$ cat config.mk
export PLATFORM = sky130hd
export DESIGN_NAME = osc_message_first_arg_parser_top_flat
export DESIGN_NICKNAME = d
export VERILOG_FILES = /design/src/design/osc_mfap_pkg.sv /design/src/design/osc_mfap_ifs.sv /design/src/design/osc_message_first_arg_parser_top.sv /design/src/flat_wrapper.sv
export VERILOG_INCLUDE_DIRS = /design/src /design/src/design
export SDC_FILE = /design/constraint.sdc
export NUM_CORES = 1
export LEC_CHECK = 0
export ABC_AREA = 1
export BUFFER_PORTS_ARGS = -buffer_cell sky130_fd_sc_hd__buf_2
export CORE_ASPECT_RATIO = 1.2
export CORE_MARGIN = 3
export CORE_UTILIZATION = 56
export CTS_CLUSTER_SIZE = 10
export DETAILED_ROUTE_END_ITERATION = 8
export GPL_ROUTABILITY_DRIVEN = 1
export PLACE_DENSITY = 0.76
export SYNTH_ARGS = -nofsm -noshare
export SYNTH_HDL_FRONTEND = slang
export SYNTH_SLANG_ARGS = --single-unit
$ cat constraint.sdc
create_clock -name clk -period 4 [get_ports clk]
set_input_delay 1 -clock clk [delete_from_list [all_inputs] [get_ports clk]]
set_output_delay 1 -clock clk [all_outputs]
set_load 0.01 [all_outputs]
$ cat src/design/osc_message_first_arg_parser_top_defines.svh
// ----------------------------------------------------------------------------
// OSC first-argument parser assertion macros
// Shared concurrent assertion helpers; empty when SYNTHESIS is defined.
// ----------------------------------------------------------------------------
`ifndef OSC_MESSAGE_FIRST_ARG_PARSER_TOP_DEFINES_SVH
`define OSC_MESSAGE_FIRST_ARG_PARSER_TOP_DEFINES_SVH
`ifndef SYNTHESIS
// same-cycle implication
`define OSC_ASSERT_NOW(label, clk, rst, ante, cons, msg) \
  label: assert property (@(posedge clk) disable iff (rst) (ante) |-> (cons)) \
    else $error(msg);
// next-cycle implication
`define OSC_ASSERT_NEXT(label, clk, rst, ante, cons, msg) \
  label: assert property (@(posedge clk) disable iff (rst) (ante) |=> (cons)) \
    else $error(msg);
`else
`define OSC_ASSERT_NOW(label, clk, rst, ante, cons, msg)
`define OSC_ASSERT_NEXT(label, clk, rst, ante, cons, msg)
`endif
`endif

$ cat src/design/osc_mfap_pkg.sv
// ----------------------------------------------------------------------------
// OSC first-argument parser package
// Character codes, sizes and the result record shared by the design files.
// ----------------------------------------------------------------------------
package osc_mfap_pkg;

  localparam int unsigned MAX_PACKET_BYTES_DEF = 65536;

  localparam logic [7:0] CH_COMMA = 8'h2C;
  localparam logic [7:0] CH_F     = 8'h66;
  localparam logic [7:0] CH_I     = 8'h69;

  localparam int unsigned VALUE_BYTES = 4;
  localparam int unsigned ALIGN_LOG2  = 2;

  typedef enum logic [1:0] {
    VERDICT_FLOAT  = 2'd0,
    VERDICT_INT    = 2'd1,
    VERDICT_REJECT = 2'd2
  } verdict_t;

  typedef enum logic {
    KIND_ADDRESS = 1'b0,
    KIND_VERDICT = 1'b1
  } kind_t;

  typedef struct packed {
    logic        result_kind;
    logic [7:0]  address_byte;
    logic [1:0]  verdict;
    logic [31:0] value_bits;
    logic [15:0] address_length;
    logic        last_of_run;
  } res_t;

  localparam int unsigned QUEUE_DEPTH = 4;

endpackage

$ cat src/design/osc_mfap_ifs.sv
// ----------------------------------------------------------------------------
// OSC first-argument parser stream interfaces
// Valid/ready channels for packet bytes in and parse results out.
// ----------------------------------------------------------------------------
interface osc_in_if;
  logic       valid;
  logic       ready;
  logic [7:0] packet_byte;
  logic       end_of_packet;

  modport source (output valid, output packet_byte, output end_of_packet, input ready);
  modport sink   (input valid, input packet_byte, input end_of_packet, output ready);
endinterface

interface osc_out_if;
  logic        valid;
  logic        ready;
  logic        result_kind;
  logic [7:0]  address_byte;
  logic [1:0]  verdict;
  logic [31:0] value_bits;
  logic [15:0] address_length;
  logic        last_of_run;

  modport source (output valid, output result_kind, output address_byte, output verdict,
                  output value_bits, output address_length, output last_of_run,
                  input ready);
  modport sink   (input valid, input result_kind, input address_byte, input verdict,
                  input value_bits, input address_length, input last_of_run,
                  output ready);
endinterface

$ cat src/design/osc_message_first_arg_parser_top.sv
// ----------------------------------------------------------------------------
// OSC message first-argument parser
// Parses a byte stream as an OSC message, forwards the address and reports
// the first argument as float, int or a rejection at the end of each packet.
// ----------------------------------------------------------------------------
// Use:
//   pkt carries one packet byte per beat, end_of_packet on the final byte.
//   res carries results: one beat per nonzero address byte, and one verdict
//   beat (kind, float/int/reject, 32-bit value, address length) per packet.
//   last_of_run marks the final result beat caused by one input beat.
// Output: results are registered in the result queue before they reach res.
// Throughput: one input beat per cycle while pkt.ready is high; the parse state
//   updates once per accepted byte. A 4-entry result queue decouples the sides and pkt.ready
//   is high while two entries are free, so a byte that yields two results
//   (last address byte and verdict) never overflows it.
// Stall: when res is held off the queue fills and pkt.ready drops; nothing
//   is lost or repeated.
// Reset: rst (synchronous) empties the queue and returns the parser to the
//   address phase with all counts cleared.
// ----------------------------------------------------------------------------
`include "osc_message_first_arg_parser_top_defines.svh"

module osc_message_first_arg_parser_top
  import osc_mfap_pkg::*;
#(
  parameter int unsigned MAX_PACKET_BYTES = MAX_PACKET_BYTES_DEF
) (
  input logic     clk,
  input logic     rst,
  osc_in_if.sink  pkt,
  osc_out_if.source res
);

  localparam int unsigned PosW = $clog2(MAX_PACKET_BYTES + 4);
  localparam logic [PosW-1:0] PosMax = PosW'(MAX_PACKET_BYTES);
  localparam int unsigned QAw = $clog2(QUEUE_DEPTH);
  localparam int unsigned QCw = $clog2(QUEUE_DEPTH + 1);

  typedef enum logic [2:0] {
    PH_ADDR      = 3'd0,
    PH_PAD       = 3'd1,
    PH_TAG_FIRST = 3'd2,
    PH_TAG_REST  = 3'd3,
    PH_VALUE     = 3'd4
  } phase_t;

  phase_t          parse_phase, parse_phase_next;
  logic [PosW-1:0] byte_position, byte_position_next;
  logic [15:0]     address_count, address_count_next;
  logic [7:0]      type_tag, type_tag_next;
  logic [PosW-1:0] value_start, value_start_next;
  logic [31:0]     value_shift, value_shift_next;
  logic [2:0]      value_bytes_seen, value_bytes_seen_next;
  logic            reject_flag, reject_flag_next;

  logic            accept;
  logic            addr_emit;
  logic            verdict_ok;
  logic [PosW-1:0] aligned_next;
  res_t            addr_res, verd_res;

  res_t            queue [QUEUE_DEPTH];
  logic [QAw-1:0]  wr_ptr, rd_ptr;
  logic [QCw-1:0]  count;
  logic            push_a, push_v, pop;

  assign accept = pkt.valid && pkt.ready;
  assign aligned_next = {byte_position[PosW-1:ALIGN_LOG2] + 1'b1, ALIGN_LOG2'(0)};

  always_comb begin
    parse_phase_next      = parse_phase;
    byte_position_next    = byte_position;
    address_count_next    = address_count;
    type_tag_next         = type_tag;
    value_start_next      = value_start;
    value_shift_next      = value_shift;
    value_bytes_seen_next = value_bytes_seen;
    reject_flag_next      = reject_flag;
    addr_emit             = 1'b0;

    if (byte_position >= PosMax) begin
      reject_flag_next = 1'b1;
    end else if (!reject_flag) begin
      case (parse_phase)
        PH_ADDR: begin
          if (pkt.packet_byte != 8'd0) begin
            addr_emit = 1'b1;
            if (address_count != 16'hFFFF) address_count_next = address_count + 16'd1;
          end else begin
            if (address_count == 16'd0) reject_flag_next = 1'b1;
            parse_phase_next = PH_PAD;
          end
        end
        PH_PAD: begin
          if (pkt.packet_byte != 8'd0) begin
            if (pkt.packet_byte == CH_COMMA) parse_phase_next = PH_TAG_FIRST;
            else reject_flag_next = 1'b1;
          end
        end
        PH_TAG_FIRST: begin
          type_tag_next = pkt.packet_byte;
          if (pkt.packet_byte == 8'd0) begin
            value_start_next = aligned_next;
            parse_phase_next = PH_VALUE;
          end else begin
            parse_phase_next = PH_TAG_REST;
          end
        end
        PH_TAG_REST: begin
          if (pkt.packet_byte == 8'd0) begin
            value_start_next = aligned_next;
            parse_phase_next = PH_VALUE;
          end
        end
        PH_VALUE: begin
          if (byte_position >= value_start && value_bytes_seen < 3'(VALUE_BYTES)) begin
            value_shift_next      = {value_shift[23:0], pkt.packet_byte};
            value_bytes_seen_next = value_bytes_seen + 3'd1;
          end
        end
        default: reject_flag_next = 1'b1;
      endcase
    end

    if (byte_position < PosMax) byte_position_next = byte_position + 1'b1;

    verdict_ok = !reject_flag_next && parse_phase_next == PH_VALUE &&
                 value_bytes_seen_next >= 3'(VALUE_BYTES) &&
                 (type_tag_next == CH_F || type_tag_next == CH_I);

    addr_res                = '0;
    addr_res.result_kind    = KIND_ADDRESS;
    addr_res.address_byte   = pkt.packet_byte;
    addr_res.last_of_run    = !pkt.end_of_packet;

    verd_res                = '0;
    verd_res.result_kind    = KIND_VERDICT;
    verd_res.verdict        = verdict_ok ? ((type_tag_next == CH_F) ? VERDICT_FLOAT
                                                                    : VERDICT_INT)
                                         : VERDICT_REJECT;
    verd_res.value_bits     = verdict_ok ? value_shift_next : 32'd0;
    verd_res.address_length = address_count_next;
    verd_res.last_of_run    = 1'b1;
  end

  always_ff @(posedge clk) begin
    if (rst) begin
      parse_phase      <= PH_ADDR;
      byte_position    <= '0;
      address_count    <= '0;
      type_tag         <= '0;
      value_start      <= '0;
      value_shift      <= '0;
      value_bytes_seen <= '0;
      reject_flag      <= 1'b0;
    end else if (accept) begin
      if (pkt.end_of_packet) begin
        parse_phase      <= PH_ADDR;
        byte_position    <= '0;
        address_count    <= '0;
        type_tag         <= '0;
        value_start      <= '0;
        value_shift      <= '0;
        value_bytes_seen <= '0;
        reject_flag      <= 1'b0;
      end else begin
        parse_phase      <= parse_phase_next;
        byte_position    <= byte_position_next;
        address_count    <= address_count_next;
        type_tag         <= type_tag_next;
        value_start      <= value_start_next;
        value_shift      <= value_shift_next;
        value_bytes_seen <= value_bytes_seen_next;
        reject_flag      <= reject_flag_next;
      end
    end
  end

  // result queue
  assign push_a = accept && addr_emit;
  assign push_v = accept && pkt.end_of_packet;
  assign pop    = res.valid && res.ready;

  assign pkt.ready = count <= QCw'(QUEUE_DEPTH - 2);

  always_ff @(posedge clk) begin
    if (push_a) begin
      queue[wr_ptr] <= addr_res;
      if (push_v) queue[wr_ptr + 1'b1] <= verd_res;
    end else if (push_v) begin
      queue[wr_ptr] <= verd_res;
    end
  end

  always_ff @(posedge clk) begin
    if (rst) begin
      wr_ptr <= '0;
      rd_ptr <= '0;
      count  <= '0;
    end else begin
      wr_ptr <= wr_ptr + QAw'(push_a) + QAw'(push_v);
      if (pop) rd_ptr <= rd_ptr + 1'b1;
      count  <= count + QCw'(push_a) + QCw'(push_v) - QCw'(pop);
    end
  end

  assign res.valid          = count != '0;
  assign res.result_kind    = queue[rd_ptr].result_kind;
  assign res.address_byte   = queue[rd_ptr].address_byte;
  assign res.verdict        = queue[rd_ptr].verdict;
  assign res.value_bits     = queue[rd_ptr].value_bits;
  assign res.address_length = queue[rd_ptr].address_length;
  assign res.last_of_run    = queue[rd_ptr].last_of_run;

  `OSC_ASSERT_NOW(a_queue_bound, clk, rst, 1'b1, count <= QCw'(QUEUE_DEPTH), "queue overrun")
  `OSC_ASSERT_NEXT(a_eop_result, clk, rst, accept && pkt.end_of_packet, res.valid, "verdict missing")
  `OSC_ASSERT_NOW(a_reject_zero, clk, rst, res.valid && res.result_kind == KIND_VERDICT && res.verdict == VERDICT_REJECT, res.value_bits == 32'd0, "rejected value not zero")
  `OSC_ASSERT_NOW(a_addr_nonempty, clk, rst, parse_phase != PH_ADDR, address_count != 16'd0 || reject_flag, "empty address not rejected")

endmodule
$ cat src/flat_wrapper.sv
// flat-port wrapper written by rule: the top's interface ports become plain ports
module osc_message_first_arg_parser_top_flat import osc_mfap_pkg::*;
#(
  parameter int unsigned MAX_PACKET_BYTES = MAX_PACKET_BYTES_DEF
)
  (clk, rst, pkt_valid, pkt_packet_byte, pkt_end_of_packet, pkt_ready, res_valid, res_result_kind, res_address_byte, res_verdict, res_value_bits, res_address_length, res_last_of_run, res_ready);
  osc_in_if pkt_i ();
  osc_out_if res_i ();
  input logic clk;
  input logic rst;
  input wire logic [$bits(pkt_i.valid)-1:0] pkt_valid;
  input wire logic [$bits(pkt_i.packet_byte)-1:0] pkt_packet_byte;
  input wire logic [$bits(pkt_i.end_of_packet)-1:0] pkt_end_of_packet;
  output wire logic [$bits(pkt_i.ready)-1:0] pkt_ready;
  output wire logic [$bits(res_i.valid)-1:0] res_valid;
  output wire logic [$bits(res_i.result_kind)-1:0] res_result_kind;
  output wire logic [$bits(res_i.address_byte)-1:0] res_address_byte;
  output wire logic [$bits(res_i.verdict)-1:0] res_verdict;
  output wire logic [$bits(res_i.value_bits)-1:0] res_value_bits;
  output wire logic [$bits(res_i.address_length)-1:0] res_address_length;
  output wire logic [$bits(res_i.last_of_run)-1:0] res_last_of_run;
  input wire logic [$bits(res_i.ready)-1:0] res_ready;
  assign pkt_i.valid = pkt_valid;
  assign pkt_i.packet_byte = pkt_packet_byte;
  assign pkt_i.end_of_packet = pkt_end_of_packet;
  assign pkt_ready = pkt_i.ready;
  assign res_valid = res_i.valid;
  assign res_result_kind = res_i.result_kind;
  assign res_address_byte = res_i.address_byte;
  assign res_verdict = res_i.verdict;
  assign res_value_bits = res_i.value_bits;
  assign res_address_length = res_i.address_length;
  assign res_last_of_run = res_i.last_of_run;
  assign res_i.ready = res_ready;
  osc_message_first_arg_parser_top #(.MAX_PACKET_BYTES(MAX_PACKET_BYTES)) u_core (.clk(clk), .rst(rst), .pkt(pkt_i), .res(res_i));
endmodule
==> out/metrics.cfg, run 1 <==
[synthesis]
ys.flop_type=edfxtp_1
ys_top_cells_by_count=nand2_1, nor2_1, edfxtp_1, inv_1, o21ai_0
yosysTopAreaCell=edfxtp_1
synth_area_leaders=edfxtp_1, dfxtp_1, nand2_1
synth_nets=2028
ys_types=43
yosysTopAreaCellShare_pct=36.0
synthCells=1988
netlist_area_sq_um=16700
synth_area_per_cell_sq_um=8.39
synth_edf_count=200
synth_most_common_cell=nand2_1
async_reset_ff_share_pct=0
yosysWarnings=0
ys_seq_elements=344
synth-seq-area-share_pct=53.3

[cts]
clock_tree.root_cell=clkbuf_16
cts_resized=0
cts_tree=yes
clkTransAtPathRegs_ps=60
ctsHoldBuffers=0
htreeDepth=2
clock_sinks=344
clock_path_buffers=3
numCtsBuffers=40
post-cts-setup-buffers=0
clk-insertion-delay-late_ps=520

[layout]
nets=2058
layout.cells.non_filler=2430
area_delta_synth_final_pct=11.3
nFillCells=2416
antennaDiodeCount=0
drive_above_1_share_pct=10.7

[die]
core_sq_um=29000
initial_utilization_pct=57.5
die-area_sq_um=31900
num_io_pins=75
die_w_um=164
num_rows=68
die_h_um=195

[detailed_routing]
post_drt_wl_per_cell_um=17.5
drc=0
ant_nets=0
dr.pass1.iters=6
wl_mm=42.5
initialDrtViolationCount=1451
vias_per_cell=5.79
num_vias=14066

[global_route]
use_met1_pct=35.1
grt.total_usage_pct=26.3
antenna_found_initial=0
top_usage_layer=met2
grtUsageMet2_pct=44.4
grt_first_pass_wirelength_mm=68.2
grt_start_max_net_pins=137
overflow=0
grt_use_met3_pct=3.46
first_global_vias=13367

[placement]
hpwlAfterDp_mm=26.2
place.gp.congestion=0.943
portBuffers=74
placed_cells=2361
dp_slack_ps=669

[critical_path]
start_kind=register
worstPathMaxFanout=120
worstSetupPathType=reg -> out
endpoint_kind=primary output
crit_arrival_ps=2750
required_ps=3000

[timing]
finClkSkew_ps=14.0
setup_viol=0
tightestPinTransition_ps=1260
max_slew_margin_pct=16.2
layout_setup_ws_ps=253
final_hold_viol_count=0
rsz0062_at_grt=false
slew_viol_final=0
period_share_pct=93.7
fin_setup_tns_ps=0
period_minus_slack_ps=3750
fmax_ghz=0.267

[worst_hold_path]
hold_path.class=reg -> reg

[power]
p_leak_nw=7.19
p_per_area_nw_per_um2=590
max-vdd-ir-drop_mv=0.517

[job]
maxCapViolCount=0

[run_status]
status=finished, final reports clean

==> metrics by stage <==
| stage | total power, W | util (%) | hold WS (ps) | instance area, sq um |
|---|---|---|---|---|
| 6_report | 0.0109 | 64.0 | 458 | 18600 |
| 5_1_grt | 0.0115 | 64.0 | 475 | 18600 |
| 4_1_cts | 0.0110 | 64.0 | 454 | 18600 |
| 3_5_place_dp | 0.00769 | 60.0 | 439 | 17400 |
| 3_3_place_gp | 0.00761 | 60.0 | 434 | 17400 |
| 2_1_floorplan | 0.00656 | - | 420 | 16700 |
==> cells by family (layout without fill, tap and decap cells) <==
group | Yosys count | in the layout | synth area share [%]
and+or+nand+nor | 918 | 918 | 24.5
AOI/OAI and AO/OA | 381 | 381 | 12.4
DFF | 344 | 344 | 53.3
buffers and inverters | 312 | 369 | 7.42
adders and majority gates | 27 | 27 | 2.16
xor gates and xnor gates | 6 | 6 | 0.315
==> worst max-delay path, stage by stage, from the launching register on <==
cell and delay, ps:
dfxtp_4 470, clkinv_2 70, buf_4 920, o21ai_0 170
o22ai_1 310, buf_2 210
==> path summary, 6_finish.rpt <==
path / cells after the start / from / end / slack [ps]
worst max-delay path: 5 / register / res_address_length[3] / 250
worst min-delay path: 2 / u_core.queue[3][59]$_SDFFE_PP1P_ / u_core.queue[3][59]$_SDFFE_PP1P_ / 460
worst max register to register: 13 / u_core.count[1]$_SDFF_PP0_ / u_core.queue[1][30]$_DFFE_PP_ / 990
worst min register to register: 2 / u_core.queue[3][59]$_SDFFE_PP1P_ / u_core.queue[3][59]$_SDFFE_PP1P_ / 460
==> power by group <==
group | total [W] | internal (W) | switching (W)
Combinational | 0.00287 | 0.000883 | 0.00198
Clock | 0.00332 | 0.00195 | 0.00136
Sequential | 0.00477 | 0.00452 | 0.000247
Total | 0.0109 | 0.00735 | 0.00359
==> sequential cells by signal, indices dropped and copies added, names as in the netlist, named ones only <==
| name | count |
|---|---|
| u_core.value_shift | 32 |
| u_core.address_count | 16 |
| u_core.reject_flag | 1 |
| u_core.byte_position | 17 |
| u_core.queue | 240 |
| u_core.parse_phase | 3 |
| u_core.wr_ptr | 2 |
| u_core.value_start | 15 |
| u_core.rd_ptr | 2 |
| u_core.type_tag | 8 |
| u_core.count | 3 |
| u_core.value_bytes_seen | 3 |
==> area by class of cell <==
| cell class | instances | area [sq um] | area share, % |
|---|---|---|---|
| Sequential cell | 344 | 8890 | 47.9 |
| Multi-Input combinational cell | 1332 | 6590 | 35.5 |
| Clock buffer | 67 | 1150 | 6.21 |
| Inverter | 199 | 751 | 4.04 |
| Timing Repair Buffer | 101 | 686 | 3.69 |
| Tap cell | 385 | 482 | 2.59 |
| Clock inverter | 2 | 17.5 | 0.0943 |
==> placed cells by master (no fill, tap or decap), types with 9 or more instances in the layout <==
| master | n |
|---|---|
| a21oi_1 | 115 |
| buf_12 | 9 |
| buf_2 | 74 |
| buf_4 | 18 |
| clkbuf_1 | 23 |
| clkbuf_16 | 41 |
| dfxtp_1 | 142 |
| edfxtp_1 | 200 |
| ha_1 | 24 |
| inv_1 | 190 |
| nand2_1 | 331 |
| nand2_2 | 10 |
| nand3_1 | 119 |
| nand4_1 | 13 |
| nor2_1 | 278 |
| nor3_1 | 112 |
| nor3_2 | 34 |
| o21ai_0 | 179 |
| o22ai_1 | 60 |
==> per-layer routing <==
layer	up-vias	share of wire (%)
met5	-	0
met1	6675	42
li1	6775	-
met4	0	2.8
met3	86	6.0
met2	530	50
(Power assumes the default switching activity.)
==> run 2: changes to the inputs <==
Settings changed: CORE_MARGIN 3 to not set.
==> out/metrics.cfg, run 2 (synthesis gave the netlist of run 1 again) <==
[run_status]
status=finished, final reports clean

[cts]
htreeDepth=2  ; unchanged
numCtsBuffers=40  ; unchanged
cts_resized=0  ; unchanged
post-cts-setup-buffers=0  ; unchanged
clock_sinks=344  ; unchanged
cts_tree=yes
clock_path_buffers=3  ; unchanged
clkTransAtPathRegs_ps=60  ; about the same
ctsHoldBuffers=0  ; unchanged
clk-insertion-delay-late_ps=550  ; +30 ps
clock_tree.root_cell=clkbuf_16

[detailed_routing]
initialDrtViolationCount=1458  ; +0.48%
drc=0  ; unchanged
post_drt_wl_per_cell_um=17.8  ; +1.8%
num_vias=14110  ; +0.31%
vias_per_cell=5.79  ; about the same
dr.pass1.iters=5  ; -1
ant_nets=0  ; unchanged
wl_mm=43.4  ; +2.1%

[power]
p_per_area_nw_per_um2=589  ; -0.16%
clockPowerShare_pct=30.2  ; about the same
power_frac_comb_pct=26.4  ; +0.2 points
seq_power_share_pct=43.4  ; about the same
p_sw_w=0.00367  ; +2.0%
p_leak_nw=7.21  ; +0.26%
p_sw_share_pct=33.5  ; +0.62 points
power.internal_w=0.00729  ; -0.81%
max-vdd-ir-drop_mv=0.539  ; +4.3%

[critical_path]
r2r_cells=14  ; +1
regToRegSetupSlack_ps=1140  ; +150 ps
worstPathMaxFanout=110  ; -8.3%
r2r-start=u_core.byte_position[2]$_SDFFE_PP0P_
required_ps=3000  ; about the same
start_kind=register
worstSetupPathType=reg -> out
crit_arrival_ps=2280  ; -470 ps
r2r_end=u_core.queue[3][18]$_DFFE_PP_
endpoint_kind=primary output

[global_route]
grt.total_usage_pct=28.9  ; +2.6 points
grt_first_pass_wirelength_mm=70.7  ; +3.6%
antenna_found_initial=0  ; unchanged
first_global_vias=13698  ; +2.5%
grt_start_max_net_pins=137  ; unchanged
overflow=0  ; unchanged

[layout]
largest_reg_flops=240  ; unchanged
area_delta_synth_final_pct=11.6
nets=2064  ; +0.29%
antennaDiodeCount=0  ; unchanged
reg.largest.list=u_core.queue x240, u_core.value_shift x32, u_core.byte_position x17
drive_above_1_share_pct=10.9  ; +0.16 points
top_register=u_core.queue
layout_common_cells=nand2_1, nor2_1, edfxtp_1, inv_1, o21ai_0
final_common_cell=nand2_1

[timing]
fmax_ghz=0.305  ; +14%
slew_viol_final=0  ; unchanged
rsz0062_at_grt=false
setup_viol=0  ; unchanged
period_minus_slack_ps=3280  ; -465 ps
finClkSkew_ps=20.2  ; +6.21 ps
period_share_pct=82.0  ; -12 points
max_slew_margin_pct=40.1  ; +24 points
hold_ws_ps=454  ; -4.24 ps
tightestPinTransition_ps=888  ; -369 ps
final_hold_viol_count=0  ; unchanged
fin_setup_tns_ps=0  ; unchanged

[placement]
portBuffers=74  ; unchanged
place.gp.congestion=0.928  ; -1.6%
hpwlAfterDp_mm=27.3  ; +4.2%

[die]
die_w_um=160  ; -2.4%
core_sq_um=29000  ; unchanged
num_rows=68  ; unchanged
die_h_um=191  ; -2.1%
die-area_sq_um=30500  ; -4.4%
num_io_pins=75  ; unchanged
initial_utilization_pct=57.5  ; unchanged

[worst_hold_path]
hold_depth=2  ; unchanged
hold_path.class=reg -> reg
hp-start=u_core.queue[3][59]$_SDFFE_PP1P_
hold_end=u_core.queue[3][59]$_SDFFE_PP1P_

[job]
maxCapViolCount=0  ; unchanged

## run 2: changes by cell type in the layout (fill, tap and decap cells not counted), moves of 2 or more
| cell | before | now |
|---|---|---|
| buf_4 | 18 | 22 |
| buf_12 | 9 | 11 |
| clkbuf_8 | 3 | 0 |
| clkbuf_1 | 23 | 26 |
## run 2: worst max-delay path, cell delays in order (launching register included)
cell	delay (ps)
dfxtp_4	540
clkinv_2	250
buf_12	270
o21ai_0	240
o22ai_1	150
buf_2	170
## run 2: cell type report
type	count	area, sq um
clock buffers	66	1100
clock inverters	4	52.6
multi-input cells	1332	6590
flip-flops and latches	344	8890
repair buffers	107	756
fillers	2420	10400
well taps	385	482
inverters	199	751
## run 2: through the flow
step	cells	setup WS, ps	utilization, %	instance area [sq um]	total power [W]
after global routing	2437	581	64.2	18600	0.0115
final	2437	719	64.2	18600	0.0110
after detailed placement	2367	633	60.2	17500	0.00771
after CTS	2437	705	64.2	18600	0.0110
after global placement	2367	810	60.2	17500	0.00763
after floorplan	1988	605	-	16700	0.00656
## run 2: how the worst max path moves through the flow
stage                     slack [ps]               start                             to
final                            720            register             res_value_bits[30]
after global routing             580            register             res_value_bits[24]
after CTS                        710            register                 res_verdict[1]
after detailed placement         630  pkt_packet_byte[7]  u_core.queue[3][22]$_DFFE_PP_
after global placement           810  pkt_packet_byte[7]  u_core.queue[3][33]$_DFFE_PP_
after floorplan                  600  pkt_packet_byte[7]  u_core.queue[2][10]$_DFFE_PP_
## run 2: power groups by stage
stage          combinational [W]  clock (W)  sequential (W)
6_report                 0.00289    0.00331         0.00476
5_1_grt                  0.00317    0.00349         0.00482
4_1_cts                  0.00291    0.00335         0.00475
3_5_place_dp             0.00289          0         0.00482
3_3_place_gp             0.00283          0         0.00480
2_1_floorplan            0.00180          0         0.00476
## run 2: per-layer routing
metal	wire (um)	share of wire [%]	up-vias	track usage, %
li1	-	-	6780	-
met1	17900	41	6697	37.6
met2	21300	49	547	50.1
met3	3070	7.1	86	3.73
met4	1120	2.6	0	9.47
met5	0	0	-	0
